==> src/rtl/aes_ctr_byte_stream_cipher_assert.svh <==
// ----------------------------------------------------------------------------
// AES-CTR byte stream cipher assertion macros
// Concurrent assertion wrappers, compiled out for synthesis.
// ----------------------------------------------------------------------------
`ifndef AES_CTR_BYTE_STREAM_CIPHER_ASSERT_SVH
`define AES_CTR_BYTE_STREAM_CIPHER_ASSERT_SVH
`ifndef SYNTHESIS
`define ACBS_ASSERT(lbl, prop) \
  lbl: assert property (@(posedge clk) disable iff (!rst_n) prop) \
    else $error("acbs assertion failed");
`define ACBS_ASSERT_IF(lbl, cond, prop) \
  lbl: assert property (@(posedge clk) disable iff (!rst_n) (cond) |-> (prop)) \
    else $error("acbs assertion failed");
`else
`define ACBS_ASSERT(lbl, prop)
`define ACBS_ASSERT_IF(lbl, cond, prop)
`endif
`endif

==> src/rtl/acbs_pkg.sv <==
// ----------------------------------------------------------------------------
// AES-CTR byte stream cipher package
// Shared types, register indexes and AES round functions.
// ----------------------------------------------------------------------------
package acbs_pkg;

  localparam int unsigned BlockBytes   = 16;
  localparam int unsigned CounterBytes = 8;

  localparam logic [2:0] CFG_KEY_MODE = 3'd0;
  localparam logic [2:0] CFG_KEY_0    = 3'd1;
  localparam logic [2:0] CFG_KEY_1    = 3'd2;
  localparam logic [2:0] CFG_KEY_2    = 3'd3;
  localparam logic [2:0] CFG_KEY_3    = 3'd4;

  localparam logic [1:0] MODE_AES128 = 2'd1;
  localparam logic [1:0] MODE_AES192 = 2'd2;
  localparam logic [1:0] MODE_AES256 = 2'd3;

  typedef enum logic {KX_IDLE, KX_RUN} kx_state_t;

  typedef struct packed {
    logic [7:0] data_byte;
    logic       restart;
    logic       buffer_end;
  } item_t;

  typedef struct packed {
    logic         done;
    logic [63:0]  tag;
    logic [127:0] block;
  } eng_res_t;

  localparam logic [7:0] SBOX [256] = '{
    8'h63,8'h7c,8'h77,8'h7b,8'hf2,8'h6b,8'h6f,8'hc5,8'h30,8'h01,8'h67,8'h2b,8'hfe,8'hd7,8'hab,8'h76,
    8'hca,8'h82,8'hc9,8'h7d,8'hfa,8'h59,8'h47,8'hf0,8'had,8'hd4,8'ha2,8'haf,8'h9c,8'ha4,8'h72,8'hc0,
    8'hb7,8'hfd,8'h93,8'h26,8'h36,8'h3f,8'hf7,8'hcc,8'h34,8'ha5,8'he5,8'hf1,8'h71,8'hd8,8'h31,8'h15,
    8'h04,8'hc7,8'h23,8'hc3,8'h18,8'h96,8'h05,8'h9a,8'h07,8'h12,8'h80,8'he2,8'heb,8'h27,8'hb2,8'h75,
    8'h09,8'h83,8'h2c,8'h1a,8'h1b,8'h6e,8'h5a,8'ha0,8'h52,8'h3b,8'hd6,8'hb3,8'h29,8'he3,8'h2f,8'h84,
    8'h53,8'hd1,8'h00,8'hed,8'h20,8'hfc,8'hb1,8'h5b,8'h6a,8'hcb,8'hbe,8'h39,8'h4a,8'h4c,8'h58,8'hcf,
    8'hd0,8'hef,8'haa,8'hfb,8'h43,8'h4d,8'h33,8'h85,8'h45,8'hf9,8'h02,8'h7f,8'h50,8'h3c,8'h9f,8'ha8,
    8'h51,8'ha3,8'h40,8'h8f,8'h92,8'h9d,8'h38,8'hf5,8'hbc,8'hb6,8'hda,8'h21,8'h10,8'hff,8'hf3,8'hd2,
    8'hcd,8'h0c,8'h13,8'hec,8'h5f,8'h97,8'h44,8'h17,8'hc4,8'ha7,8'h7e,8'h3d,8'h64,8'h5d,8'h19,8'h73,
    8'h60,8'h81,8'h4f,8'hdc,8'h22,8'h2a,8'h90,8'h88,8'h46,8'hee,8'hb8,8'h14,8'hde,8'h5e,8'h0b,8'hdb,
    8'he0,8'h32,8'h3a,8'h0a,8'h49,8'h06,8'h24,8'h5c,8'hc2,8'hd3,8'hac,8'h62,8'h91,8'h95,8'he4,8'h79,
    8'he7,8'hc8,8'h37,8'h6d,8'h8d,8'hd5,8'h4e,8'ha9,8'h6c,8'h56,8'hf4,8'hea,8'h65,8'h7a,8'hae,8'h08,
    8'hba,8'h78,8'h25,8'h2e,8'h1c,8'ha6,8'hb4,8'hc6,8'he8,8'hdd,8'h74,8'h1f,8'h4b,8'hbd,8'h8b,8'h8a,
    8'h70,8'h3e,8'hb5,8'h66,8'h48,8'h03,8'hf6,8'h0e,8'h61,8'h35,8'h57,8'hb9,8'h86,8'hc1,8'h1d,8'h9e,
    8'he1,8'hf8,8'h98,8'h11,8'h69,8'hd9,8'h8e,8'h94,8'h9b,8'h1e,8'h87,8'he9,8'hce,8'h55,8'h28,8'hdf,
    8'h8c,8'ha1,8'h89,8'h0d,8'hbf,8'he6,8'h42,8'h68,8'h41,8'h99,8'h2d,8'h0f,8'hb0,8'h54,8'hbb,8'h16
  };

  function automatic logic [31:0] sub_word(input logic [31:0] w);
    sub_word = {SBOX[w[31:24]], SBOX[w[23:16]], SBOX[w[15:8]], SBOX[w[7:0]]};
  endfunction

  function automatic logic [7:0] xtime(input logic [7:0] v);
    xtime = {v[6:0], 1'b0} ^ (v[7] ? 8'h1b : 8'h00);
  endfunction

  function automatic logic [31:0] mix_column(input logic [31:0] w);
    logic [7:0] a0, a1, a2, a3, all;
    a0  = w[31:24];
    a1  = w[23:16];
    a2  = w[15:8];
    a3  = w[7:0];
    all = a0 ^ a1 ^ a2 ^ a3;
    mix_column = {a0 ^ all ^ xtime(a0 ^ a1), a1 ^ all ^ xtime(a1 ^ a2),
                  a2 ^ all ^ xtime(a2 ^ a3), a3 ^ all ^ xtime(a3 ^ a0)};
  endfunction

  function automatic logic [127:0] aes_round(input logic [127:0] s, input logic [127:0] rk,
                                             input logic last);
    logic [127:0] t;
    t = '0;
    for (int c = 0; c < 4; c++) begin
      for (int i = 0; i < 4; i++) begin
        t[127 - 8 * (i + 4 * c) -: 8] = SBOX[s[127 - 8 * (i + 4 * ((c + i) % 4)) -: 8]];
      end
    end
    if (!last) begin
      for (int c = 0; c < 4; c++) begin
        t[127 - 32 * c -: 32] = mix_column(t[127 - 32 * c -: 32]);
      end
    end
    aes_round = t ^ rk;
  endfunction

endpackage

==> src/rtl/acbs_front.sv <==
// ----------------------------------------------------------------------------
// AES-CTR front queue
// Accepts byte transactions and holds up to two for the back end.
// ----------------------------------------------------------------------------
module acbs_front import acbs_pkg::*; (
  input  logic  clk,
  input  logic  rst_n,
  input  logic  push,
  input  item_t item_in,
  output logic  full,
  input  logic  take,
  output logic  head_valid,
  output item_t head
);

  item_t      mem_r [2];
  logic       wr_ptr_r, wr_ptr_nxt;
  logic       rd_ptr_r, rd_ptr_nxt;
  logic [1:0] count_r, count_nxt;
  logic       do_push, do_take;

  assign full       = (count_r == 2'd2);
  assign head_valid = (count_r != 2'd0);
  assign head       = mem_r[rd_ptr_r];
  assign do_push    = push && !full;
  assign do_take    = take && head_valid;

  always_comb begin
    wr_ptr_nxt = wr_ptr_r ^ do_push;
    rd_ptr_nxt = rd_ptr_r ^ do_take;
    count_nxt  = count_r + {1'b0, do_push} - {1'b0, do_take};
  end

  always_ff @(posedge clk) begin
    if (!rst_n) begin
      wr_ptr_r <= 1'b0;
      rd_ptr_r <= 1'b0;
      count_r  <= 2'd0;
    end else begin
      wr_ptr_r <= wr_ptr_nxt;
      rd_ptr_r <= rd_ptr_nxt;
      count_r  <= count_nxt;
    end
  end

  always_ff @(posedge clk) begin
    if (do_push) begin
      mem_r[wr_ptr_r] <= item_in;
    end
  end

endmodule

==> config.mk <==
export PLATFORM = sky130hd
export DESIGN_NAME = acbs_front
export DESIGN_NICKNAME = d
export VERILOG_FILES = /design/src/rtl/aes_ctr_byte_stream_cipher_assert.svh /design/src/rtl/acbs_pkg.sv /design/src/rtl/acbs_front.sv
export SDC_FILE = /design/constraint.sdc
export NUM_CORES = 1
export LEC_CHECK = 0
export ABC_AREA = 0
export BUFFER_PORTS_ARGS = -buffer_cell sky130_fd_sc_hd__buf_2
export CORE_MARGIN = 3
export CORE_UTILIZATION = 50
export DETAILED_ROUTE_END_ITERATION = 16
export GPL_TIMING_DRIVEN = 1
export PLACE_DENSITY = 0.79
export SYNTH_ARGS = -nofsm -noshare
export SYNTH_HDL_FRONTEND = slang
export SYNTH_SLANG_ARGS = --single-unit
==> constraint.sdc <==
create_clock -name clk -period 2 [get_ports clk]
set_clock_uncertainty 0.1 [all_clocks]
set_input_delay 0.2 -clock clk [delete_from_list [all_inputs] [get_ports clk]]
set_output_delay 0.2 -clock clk [all_outputs]
set_load 0.05 [all_outputs]
After elaboration in Yosys (flattened, before gate mapping)

Memory sizes are Yosys's and may differ from the RTL's. A register that Yosys moved wholly into a read port is not among the register bits.
Cells that the tools add are included.
Widths: inputs -> output; s select.

Input port bits: 14
Logic and storage cells: 16
Flip-flop bits (word level): 4
Bits in latches: 0
Output and inout port bits: 12
ROM bits: 0
Memory bits (writable): 20
Memories: 1

Shift-type cells: 0
Add/subtract/negate cells: 2
Reductions and logical operators: 4
Bitwise logic cells: 2
Div/mod/pow operators: 0
Eq/ne operators: 1
Multipliers: 0
Magnitude comparators: 0
Mux-type cells: 3

Memories:

| name  | depth | width | rd ports | clocked after Yosys merged registers in | wr ports | RTL line         | RTL |
|---|---|---|---|---|---|---|---|
| mem_r | 2     | 10    | 1        | 1                                       | 1        | acbs_front.sv:16 | `item_t mem_r [2];` |

Operator list:

| kind               | number |
|---|---|
| $mux 1             | 3 |
| $add 2x1->2        | 1 |
| $eq 2x2->1 const B | 1 |
| $logic_and 1x1->1  | 2 |
| $reduce_bool 2->1  | 1 |
| $sub 2x1->2        | 1 |
| $xor 1x1->1        | 2 |
| $logic_not 1->1    | 1 |

Longest topological paths before layout

Gate-level depths: netlist (run 1).

Depth in word-level cells: 5
Mapped depth: 7
Depth with buffers taken out: 7

Worst setup path after synthesis (run 1)

Ideal clock, no wire load.

Path kind: register to register
From: reg count_r[1]
To: reg count_r[1]
Setup slack: 499 ps
Arrival time: 1339 ps
Period minus slack after synthesis: 1501 ps
Stages on the path, launching flop included: 8
Buffers on the path: 0
Cell sequence: dfxtp_1 -> or2b_1 -> nand2_1 -> ha_1 -> inv_1 -> ha_1 -> xnor3_1 -> nor2b_2

Word-level cells in the longest chain between the ends: 5
Elaborated cells on any way between the ends: 7
Those cells by class: add/sub (2); eq/ne (1); reduce/logical (4)

Ends and longest elaborated chain:

| item                   | RTL line         | RTL |
|---|---|---|
| from (decl)            | acbs_front.sv:19 | `logic [1:0] count_r, count_nxt;` |
| from (signal assigned) | acbs_front.sv:42 | `count_r <= count_nxt;` |
| $eq 2x2->1             | acbs_front.sv:22 | `assign full = (count_r == 2'd2);` |
| $logic_not 1->1        | acbs_front.sv:25 | `assign do_push = push && !full;` |
| $logic_and 1x1->1      | acbs_front.sv:25 |  |
| $add 2x1->2            | acbs_front.sv:31 | `count_nxt = count_r + {1'b0, do_push} - {1'b0, do_take};` |
| $sub 2x1->2 (*)        | acbs_front.sv:31 |  |

Mark *: on every way between the ends. The rest lies on a longest branch, timed or not.
A chain may end at the register's enable or synchronous reset.

==> impl_metrics.toml, run 1 <==
[synth]
synth_area_per_cell_um2 = 17.6
synth_area_leader_cell = "edfxtp_1"
synth_top_area_share_pct = 61.0
ys_seq_elements = 25
ys_seq_area_share_pct = 71.2
yosys-top-cells-area = "edfxtp_1 61%, mux2_2 11%, dfxtp_1 10%"
syn_area_um2 = 985
ys_warn_count = 0
synthCells = 56
syn_nets = 74
yosysUniqueCellTypes = 16

[critical_path]
required_ns = 1.70
cp.arrival_ns = 1.54
critical_path.max_stage_delay_ns = 0.62
critPathKind = "flop to output port"
cp-end-kind = "output port"
crit_path_cell_trace = "mux2_2, buf_2"
cp-start-kind = "flop"
crit_fanout = 10
slowest_stage = "dfxtp_1"

[drt]
remaining_drc_errors = 0
vias = 566
antenna_left = 0
vias_per_cell = 4.76
drt_iter0_drc = 2
dr.pass1.iters = 2
wl_per_cell_um = 12.2
finalWirelength_um = 1450

[placed_design]
gp_congestion = 0.672
port_buffers = 25
dpl-instance-area_mm2 = 0.00114
dpl.hpwl_um = 1060
dp_slack_ns = 0.402
dp.cells = 105

[clock_tree]
cts_root_buf = "clkbuf_4"
cts.sinks = 25
postCtsHoldBufs = 10
tritoncts = "yes"
post_cts_resized = 0
cts_made_buffers = 3
clkLatencyLatePin_ns = 0.31
post_cts_buffers = 0
clock_path_buffers = 2
cts.reportedPaths.clkPinSlew_ns = 0.12
cts_max_level = 1

[global_routing]
grt_max_degree = 15
antenna_found_initial = 0
grtUsageTotal_pct = 13.3
grt_overflow = 0
grt_pass1_vias = 612
grt_pass1_wl_um = 2450

[layout]
layoutNonFillerInstCount = 119
area_growth_pct = 28.3
stdcell_area_mm2 = 0.00126
drive_above_1_share_pct = 43.6
insertedDiodeCount = 0
final_util_pct = 70.9
final_nets = 113

[die]
row_count = 15
initial_core_util_pct = 55.2
die_h_um = 50.4
dieArea_mm2 = 0.00254
die_x_um = 50.4
ios = 26
core_mm2 = 0.00178

[pwr]
power_density_mw_per_mm2 = 1250
switching_share_pct = 38.8
internal-power_uw = 967
ir_drop_uv = 724
p_leak_uw = 0.000520
power_frac_clock_pct = 13.8
p_sw_uw = 614
pwr-share-seq_pct = 45.3
combPwrFrac_pct = 40.8

[timing]
final.setup.worst_slack_ns = 0.163
fin_crit_ns = 1.84
setup_viol = 0
tightest_slew_ns = 0.467
slew_viol_final = 0
rsz0062_at_grt = "no"
hold_violations = 0
min_period_over_period_pct = 91.8
slew_headroom_pct = 68.8
fmax_ghz = 0.544
fin_tns_setup_ns = 0

[min_path]
min_path_type = "input pin to flop"

[flow_run]
maxCapViolCount = 0

[run_status]
status = "finished, final reports clean"
-- final timing paths --
path / from / to / slack, ns / depth (start not counted)
setup / recovery: flop / head[2] / 0.16 / 2
hold / removal: rst_n / count_r[0] / 0.05 / 2
setup reg to reg: count_r[1] / count_r[1] / 0.40 / 7
hold reg to reg: rd_ptr_r / rd_ptr_r / 0.39 / 2
-- critical path, delay by kind of cell, from the launching register on --
kind	cells	cell delay (ns)
mux	1	0.39
flops	1	0.62
buf+inv	1	0.21
-- flip-flops by register name, indices dropped and copies added, names as in the netlist, named ones only --
signal / count
count_r: 2
mem_r: 20
rd_ptr_r: 1
wr_ptr_r: 1
-- Yosys cell counts, drive strengths merged --
library cell and n:
o21a 1, inv 3, nand2b 1, edfxtp 20
buf 1, nor2b 2, or2 1, ha 4
mux2 10, mux2i 2, dfxtp 5, xnor3 1
or2b 1, nand2 2, and2 2
-- layer usage --
layer | GRT usage (%) | routed length (um) | vias up
met5 | 0 | 0 | -
met4 | 8.52 | 39 | 0
met3 | 2.67 | 51 | 5
met2 | 24.1 | 763 | 14
met1 | 13.9 | 594 | 270
li1 | - | - | 277
-- cell usage in the layout (no fill, tap or decap), types with 2 or more instances in the layout --
cell type and instances:
mux2i_1 2, edfxtp_1 20, buf_2 25, dlygate4sd3_1 10, mux2_2 10, and2_1 2, ha_1 4, clkbuf_4 3
nand2_1 2, inv_1 3, dfxtp_1 5
-- power groups by stage --
stage | Sequential, uW | Clock (uW) | Combinational (uW)
after floorplan | 699 | 0 | 543
final | 717 | 218 | 645
after detailed placement | 732 | 0 | 639
after global routing | 731 | 250 | 689
after global placement | 725 | 0 | 628
after CTS | 719 | 226 | 656
-- area by class of cell --
class | count | area [um2]
fill | 131 | 519
sequential | 25 | 701
clock buffer | 3 | 22.5
inverter | 3 | 11.3
clock inverter | 1 | 5.00
tap | 25 | 31.3
multi-input combinational | 27 | 268
timing repair buffer | 35 | 225
-- metrics by stage --
step / hold slack, ns / total power (uW)
2_1_floorplan: 0.199 / 1240
3_3_place_gp: 0.289 / 1350
3_5_place_dp: 0.292 / 1370
4_1_cts: 0.0508 / 1600
5_1_grt: 0.0512 / 1670
6_report: 0.0483 / 1580
-- logic make-up (layout without fill, tap and decap cells) --
family	Yosys count	count (layout)	synth area share, %
buf+inv	4	42	1.65
flops	25	25	71.2
xor+xnor	1	1	2.29
simple gates	9	9	5.59
compound gates	1	1	0.763
mux	12	12	13.5
fa+ha+maj	4	4	5.08
(Power assumes the default switching activity.)
==> run 2: changes to the inputs <==
- REMOVE_ABC_BUFFERS: default -> 1
==> run 2 against run 1 <==
Net effect: flip-flop and latch count did not move; via count fell by 1.9%; largest cell class unchanged; hold slack improved by 0.0017 ns.
==> impl_metrics.toml, run 2 (synthesis results as in run 1) <==
[drt]
finalWirelength_um = 1520
dr.pass1.iters = 3
vias_per_cell = 4.66
remaining_drc_errors = 0
wl_per_cell_um = 12.8
drt_iter0_drc = 2
vias = 555
antenna_left = 0

[layout]
final_nets = 113
final_common_cell = "buf_2"
area_growth_pct = 28.3
drive_above_1_share_pct = 43.6
top_regs = "mem_r: 20 flops, count_r: 2 flops"
top_register = "mem_r"
final_util_pct = 70.9
largest_reg_flops = 20
n_fill_cell = 125
insertedDiodeCount = 0
mostFrequentLayoutCells = "25 x buf_2, 20 x edfxtp_1, 10 x mux2_2, 10 x dlygate4sd3_1, 5 x dfxtp_1"

[clock_tree]
post_cts_resized = 0
clkLatencyLatePin_ns = 0.31
cts_made_buffers = 3
cts.reportedPaths.clkPinSlew_ns = 0.13
cts_root_buf = "clkbuf_4"
cts_max_level = 1
cts.sinks = 25
tritoncts = "yes"
clock_path_buffers = 2

[timing]
setup_viol = 0
slew_viol_final = 0
min_period_over_period_pct = 91.7
rsz0062_at_grt = "no"
slew_headroom_pct = 69.7
fin_crit_ns = 1.83
hold_violations = 0
fmax_ghz = 0.545
tightest_slew_ns = 0.454
fin_tns_setup_ns = 0

[global_routing]
grtUsageTotal_pct = 13.3
grt_pass1_vias = 594
grt_overflow = 0
grt_pass1_wl_um = 2410
grt_max_degree = 15
antenna_found_initial = 0

[pwr]
p_leak_uw = 0.000520
ir_drop_uv = 774
power_density_mw_per_mm2 = 1250

[run_status]
status = "finished, final reports clean"

[critical_path]
critPathKind = "flop to output port"
crit_path_cell_trace = "mux2_2, buf_2"
cp-end-kind = "output port"
crit_fanout = 10
slowest_stage = "dfxtp_1"
required_ns = 1.70
cp-start-kind = "flop"
critical_path.max_stage_delay_ns = 0.62
cp.arrival_ns = 1.53

[die]
ios = 26
dieArea_mm2 = 0.00254
die_x_um = 50.4
row_count = 15
die_h_um = 50.4
core_mm2 = 0.00178
initial_core_util_pct = 55.2

[flow_run]
maxCapViolCount = 0

[placed_design]
port_buffers = 25
gp_congestion = 0.664
dpl.hpwl_um = 1050

[min_path]
min_path_type = "input pin to flop"
==> run 2: cell counts in the layout (fill, tap and decap cells not counted) <==
No cell type changed its count.
==> run 2: power breakdown <==
group	internal (uW)	switching (uW)
sequential	665	54.9
combinational	228	419
clock	74.6	139
total	967	613
==> run 2: worst paths after layout <==
kind,startpoint,end,slack [ns],cells after the start
max,flop,head[7],0.17,2
min,rst_n,count_r[0],0.05,2
max reg2reg,count_r[1],count_r[1],0.38,7
min reg2reg,rd_ptr_r,flop,0.41,2
==> run 2: layout make-up <==
cell class	instances	area [um2]	area share, %
repair buffers	35	225	17.8
inverters	3	11.3	0.891
multi-input cells	27	268	21.2
clock inverters	1	5.00	0.396
clock buffers	3	22.5	1.78
flip-flops and latches	25	701	55.4
well taps	25	31.3	2.48
==> run 2: per-stage QoR <==
| step | cell area, um2 | hold slack (ns) | worst slack (ns) | total power, uW | cells |
|---|---|---|---|---|---|
| 5_1_grt | 1260 | 0.0410 | 0.0737 | 1670 | 119 |
| 2_1_floorplan | 980 | 0.199 | 0.499 | 1240 | 55 |
| 3_5_place_dp | 1140 | 0.293 | 0.396 | 1370 | 105 |
| 4_1_cts | 1260 | 0.0399 | 0.134 | 1600 | 119 |
| 3_3_place_gp | 1140 | 0.287 | 0.423 | 1350 | 105 |
| 6_report | 1260 | 0.0500 | 0.166 | 1580 | 119 |
==> run 2: critical path: cells and delay by family (launching register included) <==
kind / cells / cell delay (ns)
mux: 1 / 0.39
flops: 1 / 0.62
buf+inv: 1 / 0.21
==> run 2: repair_timing <==
item,CTS,global route
hold endpoints to repair,20,0
hold buffers,10,0
buffers inserted,0,0
==> run 2: metal layers <==
layer  wire length, um  part of all wire [%]  vias to the layer above  global-route usage [%]
met5                 0                     0                        -                       0
met4                23                   1.5                        0                    9.42
met3                56                   3.7                        2                    3.26
met2               829                    54                       12                    24.6
met1               614                    40                      265                    12.6
li1                  -                     -                      276                       -
